===== config.mk =====
export PLATFORM = sky130hd
export DESIGN_NAME = hierarchical_state_machine_engine
export DESIGN_NICKNAME = d
export VERILOG_FILES = /design/src/hw/rtl/hsm_pkg.sv /design/src/hw/rtl/hsm_tables.sv /design/src/hw/rtl/hierarchical_state_machine_engine.sv
export SDC_FILE = /design/constraint.sdc
export NUM_CORES = 2
export LEC_CHECK = 0
export BUFFER_PORTS_ARGS = -buffer_cell sky130_fd_sc_hd__buf_2
export CAP_MARGIN = 20
export CELL_PAD_IN_SITES_DETAIL_PLACEMENT = 1
export CELL_PAD_IN_SITES_GLOBAL_PLACEMENT = 1
export CORE_MARGIN = 1
export CORE_UTILIZATION = 47
export CTS_CLUSTER_SIZE = 30
export DETAILED_ROUTE_END_ITERATION = 8
export PLACE_DENSITY = 0.76
export SYNTH_ARGS = -nofsm -noshare
export SYNTH_HDL_FRONTEND = slang
export SYNTH_SLANG_ARGS = --single-unit

===== constraint.sdc =====
create_clock -name clk -period 4 [get_ports clk]
set_input_delay 0.6 -clock clk [delete_from_list [all_inputs] [get_ports clk]]
set_output_delay 0.6 -clock clk [all_outputs]
set_load 0.1 [all_outputs]

===== src/hw/rtl/hsm_pkg.sv =====
// Shared types and constants for the hierarchical state machine engine.
package hsm_pkg;

	localparam int STATE_W   = 4;
	localparam int NUM_STATES = 16;
	localparam int MAX_DEPTH = 4;
	localparam int SLOTS     = 4;
	localparam int BUF_LEN   = 3 * MAX_DEPTH + 1;
	localparam int TR_W      = 14;

	localparam logic [4:0] NO_SUB = 5'd16;

	localparam logic [2:0] OP_EVENT   = 3'd0;
	localparam logic [2:0] OP_RESTART = 3'd1;
	localparam logic [2:0] OP_OWNER   = 3'd2;
	localparam logic [2:0] OP_INFO    = 3'd3;
	localparam logic [2:0] OP_TRANS   = 3'd4;

	localparam logic [1:0] ACT_NONE  = 2'd0;
	localparam logic [1:0] ACT_ENTRY = 2'd1;
	localparam logic [1:0] ACT_EXIT  = 2'd2;
	localparam logic [1:0] ACT_TRANS = 2'd3;

	typedef struct packed {
		logic [2:0]  operation;
		logic [7:0]  event_code;
		logic [15:0] guard_true;
		logic [3:0]  state_index;
		logic [1:0]  slot_index;
		logic [3:0]  ref_state;
		logic [2:0]  owner_count;
		logic [4:0]  initial_sub;
		logic        has_guard;
		logic        has_entry;
		logic        has_exit;
		logic        has_action;
	} in_item_t;

	typedef struct packed {
		logic [1:0] action_kind;
		logic [3:0] action_state;
		logic [1:0] action_slot;
		logic       fired;
		logic [3:0] new_state;
		logic       table_error;
		logic       last;
	} out_item_t;

	typedef struct packed {
		logic [1:0] kind;
		logic [3:0] st;
		logic [1:0] slot;
	} act_t;

	typedef struct packed {
		logic [STATE_W-1:0]   own_addr;
		logic [STATE_W-1:0]   sub_addr;
		logic [STATE_W-1:0]   flag_addr;
		logic [STATE_W-1:0]   tr_state;
		logic [1:0]           tr_slot;
	} tab_rd_t;

	typedef struct packed {
		logic [STATE_W*MAX_DEPTH-1:0] own_row;
		logic [2:0]                   own_len;
		logic [4:0]                   sub;
		logic [1:0]                   flags;
		logic [TR_W-1:0]              tr;
	} tab_data_t;

	function automatic logic [3:0] nib(input logic [15:0] row, input logic [1:0] idx);
		return row[idx*4 +: 4];
	endfunction

	function automatic logic is_owner(input logic [3:0] s, input logic [15:0] row,
		input logic [2:0] len);
		logic hit;
		hit = 1'b0;
		for (int i = 0; i < MAX_DEPTH; i++) begin
			if (i < int'(len) && row[i*4 +: 4] == s)
				hit = 1'b1;
		end
		return hit;
	endfunction

endpackage


===== src/hw/rtl/hsm_tables.sv =====
// State, owner and transition tables with one read address per table.
module hsm_tables (
	input  logic              clk,
	input  logic              arst_n,
	input  logic              we,
	input  hsm_pkg::in_item_t wr,
	input  hsm_pkg::tab_rd_t  rd,
	output hsm_pkg::tab_data_t data
);

	logic [15:0] own_q [hsm_pkg::NUM_STATES];
	logic [2:0]  len_q [hsm_pkg::NUM_STATES];
	logic [4:0]  sub_q [hsm_pkg::NUM_STATES];
	logic [1:0]  flag_q [hsm_pkg::NUM_STATES];
	logic [hsm_pkg::TR_W*hsm_pkg::SLOTS-1:0] tr_q [hsm_pkg::NUM_STATES];

	logic [2:0] cnt_clip;
	logic [4:0] sub_clip;

	always_comb begin
		cnt_clip = wr.owner_count;
		if (cnt_clip == 3'd0)
			cnt_clip = 3'd1;
		if (cnt_clip > 3'(hsm_pkg::MAX_DEPTH))
			cnt_clip = 3'(hsm_pkg::MAX_DEPTH);
		sub_clip = (wr.initial_sub > 5'd15) ? hsm_pkg::NO_SUB : wr.initial_sub;
	end

	always_ff @(posedge clk or negedge arst_n) begin
		if (!arst_n) begin
			for (int i = 0; i < hsm_pkg::NUM_STATES; i++) begin
				own_q[i]  <= '0;
				len_q[i]  <= 3'd1;
				sub_q[i]  <= hsm_pkg::NO_SUB;
				flag_q[i] <= '0;
				tr_q[i]   <= '0;
			end
		end else if (we) begin
			case (wr.operation)
				hsm_pkg::OP_OWNER: begin
					own_q[wr.state_index][wr.slot_index*4 +: 4] <= wr.ref_state;
				end
				hsm_pkg::OP_INFO: begin
					len_q[wr.state_index]  <= cnt_clip;
					sub_q[wr.state_index]  <= sub_clip;
					flag_q[wr.state_index] <= {wr.has_exit, wr.has_entry};
				end
				hsm_pkg::OP_TRANS: begin
					tr_q[wr.state_index][wr.slot_index*hsm_pkg::TR_W +: hsm_pkg::TR_W] <=
						{wr.has_action, wr.has_guard, wr.ref_state, wr.event_code};
				end
				default: begin
				end
			endcase
		end
	end

	assign data.own_row = own_q[rd.own_addr];
	assign data.own_len = len_q[rd.own_addr];
	assign data.sub     = sub_q[rd.sub_addr];
	assign data.flags   = flag_q[rd.flag_addr];
	assign data.tr      = tr_q[rd.tr_state][rd.tr_slot*hsm_pkg::TR_W +: hsm_pkg::TR_W];

endmodule


===== src/hw/rtl/hierarchical_state_machine_engine.sv =====
// Top level: sequencer that walks the tables and buffers the actions of one request.
// An event searches up to 16 transition slots and, when one fires, drills down to the target
// and walks the exit and entry owner levels, plus the start drill-down and entry walk when it
// is the first event. Each result then waits on out_ready; one request is in work at a time.
// Reset is asynchronous: tables return to their defaults, the machine is not started.
module hierarchical_state_machine_engine (
	input  logic               clk,
	input  logic               arst_n,
	input  logic               in_valid,
	output logic               in_ready,
	input  hsm_pkg::in_item_t  in_data,
	output logic               out_valid,
	input  logic               out_ready,
	output hsm_pkg::out_item_t out_data,
	input  logic               cfg_valid,
	output logic               cfg_ready,
	input  logic [3:0]         cfg_data
);

	localparam logic [3:0] S_IDLE  = 4'd0;
	localparam logic [3:0] S_DRILL = 4'd1;
	localparam logic [3:0] S_LOADT = 4'd2;
	localparam logic [3:0] S_SENT  = 4'd3;
	localparam logic [3:0] S_CINIT = 4'd4;
	localparam logic [3:0] S_SRCH  = 4'd5;
	localparam logic [3:0] S_EXIT  = 4'd6;
	localparam logic [3:0] S_TACT  = 4'd7;
	localparam logic [3:0] S_ENT   = 4'd8;
	localparam logic [3:0] S_EMIT  = 4'd9;
	localparam logic [3:0] S_WAIT  = 4'd10;

	logic [3:0]  state_q;
	logic [3:0]  init_q;
	logic [3:0]  active_q;
	logic        started_q;
	logic [2:0]  op_q;
	logic [7:0]  ev_q;
	logic [15:0] guard_q;
	logic [3:0]  cur_q;
	logic [2:0]  dk_q;
	logic        mode_start_q;
	logic [3:0]  tgt_q;
	logic [15:0] tgt_row_q;
	logic [2:0]  tgt_len_q;
	logic [15:0] src_row_q;
	logic [2:0]  src_len_q;
	logic [1:0]  j_q;
	logic [1:0]  i_q;
	logic [3:0]  own_q;
	logic [1:0]  slot_q;
	logic        tact_q;
	logic        fired_q;
	logic        err_q;
	logic [3:0]  cnt_q;
	logic [3:0]  rd_q;
	logic        out_valid_q;
	hsm_pkg::out_item_t out_q;
	hsm_pkg::act_t      buf_q [hsm_pkg::BUF_LEN];

	hsm_pkg::tab_rd_t   trd;
	hsm_pkg::tab_data_t tdat;
	logic               accept;
	logic [1:0]         tgt_idx;
	logic [3:0]         s_sel;
	logic               push;
	hsm_pkg::act_t      push_act;
	logic               hit;
	logic               last_res;

	assign accept    = in_valid && in_ready;
	assign in_ready  = (state_q == S_IDLE);
	assign cfg_ready = 1'b1;
	assign out_valid = out_valid_q;
	assign out_data  = out_q;

	hsm_tables u_tables (
		.clk    (clk),
		.arst_n (arst_n),
		.we     (accept),
		.wr     (in_data),
		.rd     (trd),
		.data   (tdat)
	);

	always_comb begin
		tgt_idx = 2'(tgt_len_q - 3'd1 - {1'b0, j_q});
		s_sel   = (state_q == S_EXIT) ? hsm_pkg::nib(src_row_q, j_q)
			: hsm_pkg::nib(tgt_row_q, tgt_idx);
		trd.own_addr  = (state_q == S_CINIT) ? active_q : tgt_q;
		trd.sub_addr  = cur_q;
		trd.flag_addr = s_sel;
		trd.tr_state  = hsm_pkg::nib(src_row_q, j_q);
		trd.tr_slot   = i_q;
		hit = (tdat.tr[7:0] == ev_q) && (!tdat.tr[12] || guard_q[{j_q, i_q}]);
		push     = 1'b0;
		push_act = '0;
		case (state_q)
			S_SENT: begin
				push = tdat.flags[0];
				push_act = '{kind: hsm_pkg::ACT_ENTRY, st: s_sel, slot: 2'd0};
			end
			S_EXIT: begin
				push = tdat.flags[1] && !hsm_pkg::is_owner(s_sel, tgt_row_q, tgt_len_q);
				push_act = '{kind: hsm_pkg::ACT_EXIT, st: s_sel, slot: 2'd0};
			end
			S_TACT: begin
				push = tact_q;
				push_act = '{kind: hsm_pkg::ACT_TRANS, st: own_q, slot: slot_q};
			end
			S_ENT: begin
				push = tdat.flags[0] && !hsm_pkg::is_owner(s_sel, src_row_q, src_len_q);
				push_act = '{kind: hsm_pkg::ACT_ENTRY, st: s_sel, slot: 2'd0};
			end
			default: begin
			end
		endcase
		last_res = (cnt_q == 4'd0) || (rd_q == cnt_q - 4'd1);
	end

	always_ff @(posedge clk) begin
		if (push && cnt_q < 4'(hsm_pkg::BUF_LEN))
			buf_q[cnt_q] <= push_act;
	end

	always_ff @(posedge clk or negedge arst_n) begin
		if (!arst_n) begin
			state_q      <= S_IDLE;
			init_q       <= '0;
			active_q     <= '0;
			started_q    <= 1'b0;
			cnt_q        <= '0;
			rd_q         <= '0;
			out_valid_q  <= 1'b0;
			fired_q      <= 1'b0;
			err_q        <= 1'b0;
			j_q          <= '0;
			i_q          <= '0;
			dk_q         <= '0;
			mode_start_q <= 1'b0;
		end else begin
			if (cfg_valid && cfg_ready)
				init_q <= cfg_data;
			if (push && cnt_q < 4'(hsm_pkg::BUF_LEN))
				cnt_q <= cnt_q + 4'd1;
			case (state_q)
				S_IDLE: begin
					if (accept) begin
						op_q    <= in_data.operation;
						ev_q    <= in_data.event_code;
						guard_q <= in_data.guard_true;
						cnt_q   <= '0;
						rd_q    <= '0;
						err_q   <= 1'b0;
						fired_q <= 1'b0;
						cur_q   <= init_q;
						dk_q    <= '0;
						mode_start_q <= 1'b1;
						if (in_data.operation == hsm_pkg::OP_RESTART) begin
							started_q <= 1'b0;
							state_q <= S_DRILL;
						end else if (in_data.operation == hsm_pkg::OP_EVENT) begin
							state_q <= started_q ? S_CINIT : S_DRILL;
						end else begin
							state_q <= S_EMIT;
						end
					end
				end
				S_DRILL: begin
					if (tdat.sub != hsm_pkg::NO_SUB && dk_q < 3'(hsm_pkg::MAX_DEPTH)) begin
						cur_q <= tdat.sub[3:0];
						dk_q  <= dk_q + 3'd1;
					end else begin
						if (tdat.sub != hsm_pkg::NO_SUB)
							err_q <= 1'b1;
						tgt_q   <= cur_q;
						state_q <= S_LOADT;
					end
				end
				S_LOADT: begin
					tgt_row_q <= tdat.own_row;
					tgt_len_q <= tdat.own_len;
					j_q <= '0;
					if (mode_start_q) begin
						active_q <= tgt_q;
						state_q  <= S_SENT;
					end else begin
						state_q <= S_EXIT;
					end
				end
				S_SENT: begin
					if ({1'b0, j_q} == tgt_len_q - 3'd1) begin
						started_q <= 1'b1;
						state_q <= (op_q == hsm_pkg::OP_EVENT) ? S_CINIT : S_EMIT;
					end else begin
						j_q <= j_q + 2'd1;
					end
				end
				S_CINIT: begin
					src_row_q <= tdat.own_row;
					src_len_q <= tdat.own_len;
					j_q <= '0;
					i_q <= '0;
					state_q <= (ev_q == 8'd0) ? S_EMIT : S_SRCH;
				end
				S_SRCH: begin
					if (hit) begin
						fired_q <= 1'b1;
						own_q   <= hsm_pkg::nib(src_row_q, j_q);
						slot_q  <= i_q;
						tact_q  <= tdat.tr[13];
						cur_q   <= tdat.tr[11:8];
						dk_q    <= '0;
						mode_start_q <= 1'b0;
						state_q <= S_DRILL;
					end else if (i_q == 2'(hsm_pkg::SLOTS - 1)) begin
						i_q <= '0;
						if ({1'b0, j_q} == src_len_q - 3'd1)
							state_q <= S_EMIT;
						else
							j_q <= j_q + 2'd1;
					end else begin
						i_q <= i_q + 2'd1;
					end
				end
				S_EXIT: begin
					if ({1'b0, j_q} == src_len_q - 3'd1)
						state_q <= S_TACT;
					else
						j_q <= j_q + 2'd1;
				end
				S_TACT: begin
					active_q <= tgt_q;
					j_q <= '0;
					state_q <= S_ENT;
				end
				S_ENT: begin
					if ({1'b0, j_q} == tgt_len_q - 3'd1)
						state_q <= S_EMIT;
					else
						j_q <= j_q + 2'd1;
				end
				S_EMIT: begin
					if (cnt_q == 4'd0) begin
						out_q.action_kind  <= hsm_pkg::ACT_NONE;
						out_q.action_state <= '0;
						out_q.action_slot  <= '0;
					end else begin
						out_q.action_kind  <= buf_q[rd_q].kind;
						out_q.action_state <= buf_q[rd_q].st;
						out_q.action_slot  <= buf_q[rd_q].slot;
					end
					out_q.fired       <= fired_q;
					out_q.new_state   <= active_q;
					out_q.table_error <= err_q;
					out_q.last        <= last_res;
					out_valid_q <= 1'b1;
					state_q <= S_WAIT;
				end
				S_WAIT: begin
					if (out_ready) begin
						out_valid_q <= 1'b0;
						if (out_q.last) begin
							state_q <= S_IDLE;
						end else begin
							rd_q <= rd_q + 4'd1;
							state_q <= S_EMIT;
						end
					end
				end
				default: begin
					state_q <= S_IDLE;
				end
			endcase
		end
	end

`ifndef SYNTHESIS
	// A result is only presented while the sequencer waits for it to be taken.
	assert property (@(posedge clk) disable iff (!arst_n) out_valid |-> state_q == S_WAIT)
		else $error("result valid outside the output wait state");
	// The action buffer never grows past its depth.
	assert property (@(posedge clk) disable iff (!arst_n)
		cnt_q <= 4'(hsm_pkg::BUF_LEN))
		else $error("action buffer overrun");
	// A taken last result returns the sequencer to idle.
	assert property (@(posedge clk) disable iff (!arst_n)
		out_valid && out_ready && out_data.last |=> in_ready)
		else $error("not idle after the last result");
	// A request without a fired transition reports no transition action.
	assert property (@(posedge clk) disable iff (!arst_n)
		out_valid && !out_data.fired |-> out_data.action_kind != hsm_pkg::ACT_TRANS)
		else $error("transition action without a fired transition");
`endif

endmodule


=== Word-level counts from Yosys, hierarchy flattened ===
Memory sizes are Yosys's and may differ from the RTL's. A register that Yosys moved wholly into a read port is not among the register bits.
Index checks and enable logic that the tools add are counted.

* Add/subtract/negate cells: 11
* Multiply operators: 2
* Order comparisons: 19
* Equal/unequal tests: 45
* Shift operators: 7
* Multiplexer cells: 108
* Bitwise operators: 6
* Reductions and logical operators: 57

{| class="wikitable"
|+ Operators with widths
! cell !! number
|-
| $bwmux 896 || 1
|-
| $bwmux 256 || 1
|-
| $bmux 56 s4 || 1
|-
| $demux 56 s4 || 1
|-
| $mux 56 || 3
|-
| $mux 4 || 26
|-
| $bwmux 80 || 1
|-
| $bmux 16 s4 || 1
|-
| $demux 16 s4 || 1
|-
| $shift 14x34->56 const A || 1
|-
| $shiftx 14x34->56 || 1
|-
| $shiftx 56x7->14 || 1
|-
| $bwmux 48 || 1
|-
| $mux 16 || 3
|-
| $pmux 4 s11 || 1
|-
| $eq 4x4->1 || 9
|-
| $neg 4->34 || 1
|-
| $neg 6->34 || 1
|-
| $shift 4x34->16 const A || 1
|-
| $shiftx 4x34->16 || 1
|-
| $bwmux 32 || 1
|-
| $shiftx 16x5->4 || 2
|-
| $mux 3 || 10
|-
| $ge 5x5->1 const B || 5
|-
| 65 further kinds || 180
|}

* Flip-flop bits (word level): 1431
* Bits in writable memories: 104
* Input bits: 58
* Output and inout port bits: 18
* Word-level logic and storage cells: 365
* Memories kept: 1

{| class="wikitable"
|+ Memory list
! name !! words !! width !! rd ports !! clocked after Yosys merged registers in !! write ports !! RTL line !! source
|-
| buf_q || 13 || 8 || 1 || 1 || 1 || hierarchical_state_machine_engine.sv:58 || <nowiki>hsm_pkg::act_t buf_q [hsm_pkg::BUF_LEN];</nowiki>
|}

=== Longest topological paths before layout ===
* Depth after elaboration: 18
* Gate-level depth with buffers: 18

=== Hierarchy ===
From an unflattened synthesis, not the netlist that was laid out.

* Cells, all modules: 5347
* Area total of the unflattened synthesis: 70268.6 sq um

{| class="wikitable"
|+ Modules (own cells, without submodules)
! module !! times used !! cells each !! area each (sq um)
|-
| hsm_tables || 1 || 4671 || 59931.2
|-
| hierarchical_state_machine_engine || 1 || 676 || 10337.4
|}

=== Least setup slack after synthesis ===
OpenSTA, ideal clock, no wires.

* Kind: reg2reg
* From: reg state_q[3]
* To: reg u_tables.tr_q[848] (netlist name)
* Library setup time: 0.133 ns
* Data arrival time: 6.154 ns
* Data required time: 3.867 ns
* Setup slack: -2.287 ns
* Cell stages (with the launch flop): 12
* Period minus slack after synthesis: 6.287 ns
* Cell sequence: dfrtp_1 buf_2 nor4_1 nand2_1 nor4b_1 and2_1 clkbuf_1 clkbuf_1 nand2_1 clkbuf_1 nand2_1 o21ai_0

* Cells in the longest elaborated chain, start to end: 3

{| class="wikitable"
|+ Ends and longest elaborated chain
! element !! RTL line !! source
|-
| start, declared || hierarchical_state_machine_engine.sv:32 || <nowiki>logic [3:0] state_q;</nowiki>
|-
| start signal, assigned || hierarchical_state_machine_engine.sv:162 || <nowiki>state_q <= started_q ? S_CINIT : S_DRILL;</nowiki>
|-
| start signal, assigned || hierarchical_state_machine_engine.sv:193 || <nowiki>state_q <= (op_q == hsm_pkg::OP_EVENT) ? S_CINIT : S_EMIT;</nowiki>
|-
| start signal, assigned || hierarchical_state_machine_engine.sv:203 || <nowiki>state_q <= (ev_q == 8'd0) ? S_EMIT : S_SRCH;</nowiki>
|-
| $logic_not 4->1 || hierarchical_state_machine_engine.sv:71 || <nowiki>assign in_ready = (state_q == S_IDLE);</nowiki>
|-
| named net in_ready || hierarchical_state_machine_engine.sv:10 || <nowiki>output logic in_ready,</nowiki>
|-
| $logic_and 1x1->1 || hierarchical_state_machine_engine.sv:70 || <nowiki>assign accept = in_valid && in_ready;</nowiki>
|-
| $reduce_and 2->1 (no source line) || -- ||
|-
| end signal, assigned by index || hsm_tables.sv:49 || <nowiki>tr_q[wr.state_index][wr.slot_index*hsm_pkg::TR_W +: hsm_pkg::TR_W] <=</nowiki>
|-
| end, declared || hsm_tables.sv:15 || <nowiki>logic [hsm_pkg::TR_W*hsm_pkg::SLOTS-1:0] tr_q [hsm_pkg::NUM_STATES];</nowiki>
|}

The timed path passes the listed nets, and every way through them passes these cells.
A chain may end at the register's enable or synchronous reset.

=== Final worst setup path ===
* From: reg j_q[0]
* To: mem buf_q[3][5] (netlist name) (enable)

* Cells in the longest elaborated chain, start to end: 16
* Elaborated cells between the ends (all ways): 42
* Classes of those cells: 1 x add/sub; 8 x eq/ne; 2 x shift; 17 x mux; 1 x bitwise; 13 x reduce/logical

{| class="wikitable"
|+ Ends and longest elaborated chain
! element !! RTL line !! source
|-
| start, declared || hierarchical_state_machine_engine.sv:47 || <nowiki>logic [1:0] j_q;</nowiki>
|-
| start signal, assigned || hierarchical_state_machine_engine.sv:195 || <nowiki>j_q <= j_q + 2'd1;</nowiki>
|-
| start signal, assigned || hierarchical_state_machine_engine.sv:220 || <nowiki>j_q <= j_q + 2'd1;</nowiki>
|-
| start signal, assigned || hierarchical_state_machine_engine.sv:229 || <nowiki>j_q <= j_q + 2'd1;</nowiki>
|-
| $sub 2x2->2 || hierarchical_state_machine_engine.sv:86 || <nowiki>tgt_idx = 2'(tgt_len_q - 3'd1 - {1'b0, j_q});</nowiki>
|-
| $shiftx 16x5->4 || hsm_pkg.sv:72 || <nowiki>return row[idx*4 +: 4];</nowiki>
|-
| $mux 4 * || hierarchical_state_machine_engine.sv:87 || <nowiki>s_sel = (state_q == S_EXIT) ? hsm_pkg::nib(src_row_q, j_q)</nowiki>
|-
| $eq 4x4->1 || hsm_pkg.sv:80 || <nowiki>if (i < int'(len) && row[i*4 +: 4] == s)</nowiki>
|-
| $logic_and 1x1->1 || hsm_pkg.sv:80 ||
|-
| $mux 1 (4 in a row) || hsm_pkg.sv:80 ||
|-
| $mux 1 || hierarchical_state_machine_engine.sv:97 || <nowiki>case (state_q)</nowiki>
|-
| $logic_not 1->1, on equally long branches || hierarchical_state_machine_engine.sv:111, hierarchical_state_machine_engine.sv:103 ||
|-
| $logic_and 1x1->1, on equally long branches || hierarchical_state_machine_engine.sv:111, hierarchical_state_machine_engine.sv:103 ||
|-
| $pmux 1 s4 * || hierarchical_state_machine_engine.sv:97 ||
|-
| $logic_and 1x1->1 * || hierarchical_state_machine_engine.sv:121 || <nowiki>if (push && cnt_q < 4'(hsm_pkg::BUF_LEN))</nowiki>
|-
| $mux 1 * || hierarchical_state_machine_engine.sv:121 ||
|-
| $mux 1 (implied by the code) * || hierarchical_state_machine_engine.sv:122 || <nowiki>buf_q[cnt_q] <= push_act;</nowiki>
|-
| end, declared || hierarchical_state_machine_engine.sv:58 ||
|}

Mark *: on every way between the ends. The rest lies on a longest branch, timed or not. The select of a mux whose other input is x is not followed.

==> metrics.txt <==
worst-path cell chain buf_12 -> buf_4 -> ha_4 -> buf_6 -> mux4_2 -> mux2i_1 -> buf_4 -> buf_12 -> xnor2_1 -> a2111oi_2 -> a21oi_1 -> a31oi_1 -> o311a_1 -> nor2_4 -> buf_6 -> nand2_4 -> nor3_4 -> buf_6; vias in the first global route 54900; total gr overflow 0; MaxCap Viol Count 0; Distinct cells, synth 86; CP arrival 4.78 ns; Buf/Inv on CP 7; max-slew violations 0; Die Span Y 387 µm; P&R area growth vs syn 17.5%; core area 0.146 mm²; mean post-synth cell area 11.6 µm²; crit end category register; CP Depth 18; DRT Pass-1 Iters 7; Worst Clk Skew 0.0327 ns; CTS H-tree depth 4; Critical Path Source Type register; Die Wd 387 µm; failing checks setup timing; Total GRT Usage 31.3%; fin worst setup slack -0.251 ns; multi-input logic area 0.0288 mm²; design area 0.0819 mm²; Finish-stage setup viols 130; Iteration-0 DRC Markers 4758; CP required 4.53 ns; cts bufs inserted 164; # fillers 14800; CTS tree yes; final hold viol count 0; worst-case vdd ir drop 0.459 mV; critical path class reg2reg; initial antenna violation count 12; final antenna-violating net count 0; Initial Util 47.6%; register area 0.0396 mm²; total number of yosys warnings 0; global placement routability congestion 0.926; worst-skew pair later-pin latency 0.83 ns; Max-slew headroom 20.3%; Post-Synthesis Cells 5986; Total Wirelength 235000 µm; Core Rows 140; Fmax 0.235 GHz; flop2flop setup slack -0.25 ns; PortBufs 74; most frequent cells in the layout 1311 x dfrtp_1, 1244 x nand2_1, 971 x o21ai_0, 400 x mux2_2, 395 x buf_4; crit-path max cell delay 0.52 ns; Mapped Area 0.0697 mm²; CTS Sinks 1543; Vias 51500; CP top delay family buffers and inverters; io pins 76; Power Dens Cells 538 mW/mm²; Pleak 35.6 nW; Synth Flop Type dfrtp_1; Synthesized Nets 6061; die area 0.150 mm²; pin count of the biggest net entering global routing 163; RSZ-0062 raised after global routing yes; cell repeated most along the worst path buf_6; # DRC 0; WHS Path Cells 1; R2R depth 18; status complete, but fails checks; synthesized flop and latch total 1543; Clock Pin Slew Worst Setup and Hold Paths 0.06 ns; commonest non-fill, non-tap cell in the layout dfrtp_1; Critical-path top delay cell mux4_2; wire length of the first global-routing pass 355000 µm; Setup TNS -23.55 ns; # nets final 6366; clk root buf clkbuf_16; DP Area 0.0747 mm²; period utilization 106%; CP max FO 8; Synth async-reset ratio 87.1%; Post-synth EDFFs 199; post-DP HPWL 153000 µm; vias per cell 6.17; wire length per cell 28.2 µm; Worst-Margin Slew 1.19 ns; worst slack at placement -0.340 ns; Tmin final 4.25 ns; clk buf depth 3; post-synthesis sequential area ratio 56.9%; Hold/Removal Path Class in2reg; layout cells sized above 1 26.2%
metal layers:
metal | global-route usage [%] | up-vias | share of wire [%]
li1 | - | 21900 | -
met1 | 41.2 | 27300 | 41
met2 | 51.0 | 1815 | 48
met3 | 5.28 | 559 | 6.2
met4 | 14.1 | 4 | 4.8
met5 | 0 | - | 0.012
path summary, 6_finish.rpt:
check	start	endpoint
setup / recovery	j_q[0]	buf_q[3][5]
hold / removal	in_data[48]	op_q[2]
setup reg to reg	j_q[0]	buf_q[3][5]
hold reg to reg	u_tables.tr_q[754]	u_tables.tr_q[754]
max in group asynchronous	arst_n	u_tables.flag_q[29]
min in group asynchronous	arst_n	u_tables.tr_q[430]
layout make-up:
| type | instances | area share [%] |
|---|---|---|
| tap | 1917 | 2.93 |
| timing repair buffer | 590 | 6.59 |
| sequential | 1543 | 48.4 |
| clock buffer | 250 | 6.02 |
| inverter | 28 | 0.167 |
| clock inverter | 57 | 0.721 |
| multi-input combinational | 3964 | 35.1 |
| antenna | 4 | 0.0122 |
Yosys cell counts (7+ instances only):
master,n,area (µm²)
dfrtp_1,1312,32800
nand2_1,1251,4700
o21ai_0,976,4880
mux2_2,402,4530
clkbuf_1,339,1270
mux4_2,273,6150
mux2i_1,271,2710
edfxtp_1,199,5980
nor2_1,150,563
nand3_1,56,280
a211oi_1,46,345
and2_1,45,282
a21oi_1,42,210
buf_1,42,158
nand2b_1,40,250
a31oi_1,39,244
nor3_1,33,165
a22oi_1,32,240
dfstp_2,32,841
buf_2,30,150
buf_4,30,225
nor2b_1,28,175
nand4_1,27,169
xnor2_1,27,236
inv_1,23,86.3
o22ai_1,22,138
xor2_1,22,193
or2_2,21,131
ha_1,17,213
nor4_1,15,93.8
a32oi_1,11,96.3
buf_6,10,113
and3_1,8,50.1
o211ai_1,7,52.6
per-stage QoR:
step / hold WS (ns) / power, W / util [%] / std cells
2_1_floorplan: 0.304 / 0.0226 / - / 5986
3_3_place_gp: 0.455 / 0.0268 / 51.0 / 7960
3_5_place_dp: 0.463 / 0.0270 / 51.0 / 7964
4_1_cts: 0.00504 / 0.0431 / 55.3 / 8308
5_1_grt: 0.0365 / 0.0452 / 55.9 / 8349
6_report: 0.0577 / 0.0441 / 55.9 / 8353
power breakdown:
group / total [W] / internal, W / switching, W
sequential: 0.0166 / 0.0163 / 0.000295
clock: 0.0156 / 0.00895 / 0.00669
combinational: 0.0118 / 0.00486 / 0.00693
state kept, by name, summed over array words and instances (netlist names), 8 cells and up:
signal and count:
tgt_row_q 16, src_row_q 16, ev_q 8, u_tables.own_q 256, buf_q 104, u_tables.tr_q 896
guard_q 16, u_tables.sub_q 80, u_tables.len_q 48, out_data 15, u_tables.flag_q 32
logic make-up (layout without fill, tap and decap cells):
group	Yosys count	in the layout	synth area share, %
compound gates	1248	1248	9.82
xor+xnor	50	50	0.648
fa+ha+maj	17	17	0.305
buf+inv	479	925	2.91
flops	1543	1543	56.9
mux	949	949	19.3
other cells	1	5	0.00538
simple gates	1699	1699	10.1
worst register-to-register path, cell delays in order, from the launching register on:
cell and delay, ns:
dfrtp_1 0.41, buf_12 0.16, buf_4 0.14, ha_4 0.32
buf_6 0.13, mux4_2 0.52, mux2i_1 0.15, buf_4 0.17
buf_12 0.11, xnor2_1 0.15, a2111oi_2 0.10, a21oi_1 0.22
a31oi_1 0.14, o311a_1 0.41, nor2_4 0.22, buf_6 0.17
nand2_4 0.07, nor3_4 0.17, buf_6 0.19
what timing repair did:
| item | CTS | global route |
|---|---|---|
| endpoints found under the setup margin | 127 | 129 |
| setup buffers | 9 | 38 |
| gates cloned | 6 | 0 |
| hold buffers | 23 | 0 |
| endpoints found under the hold margin | 64 | 0 |
| gates resized for setup | 63 | 116 |
| pin swaps | 21 | 23 |
Note: power is estimated with default switching activity, not from simulation.
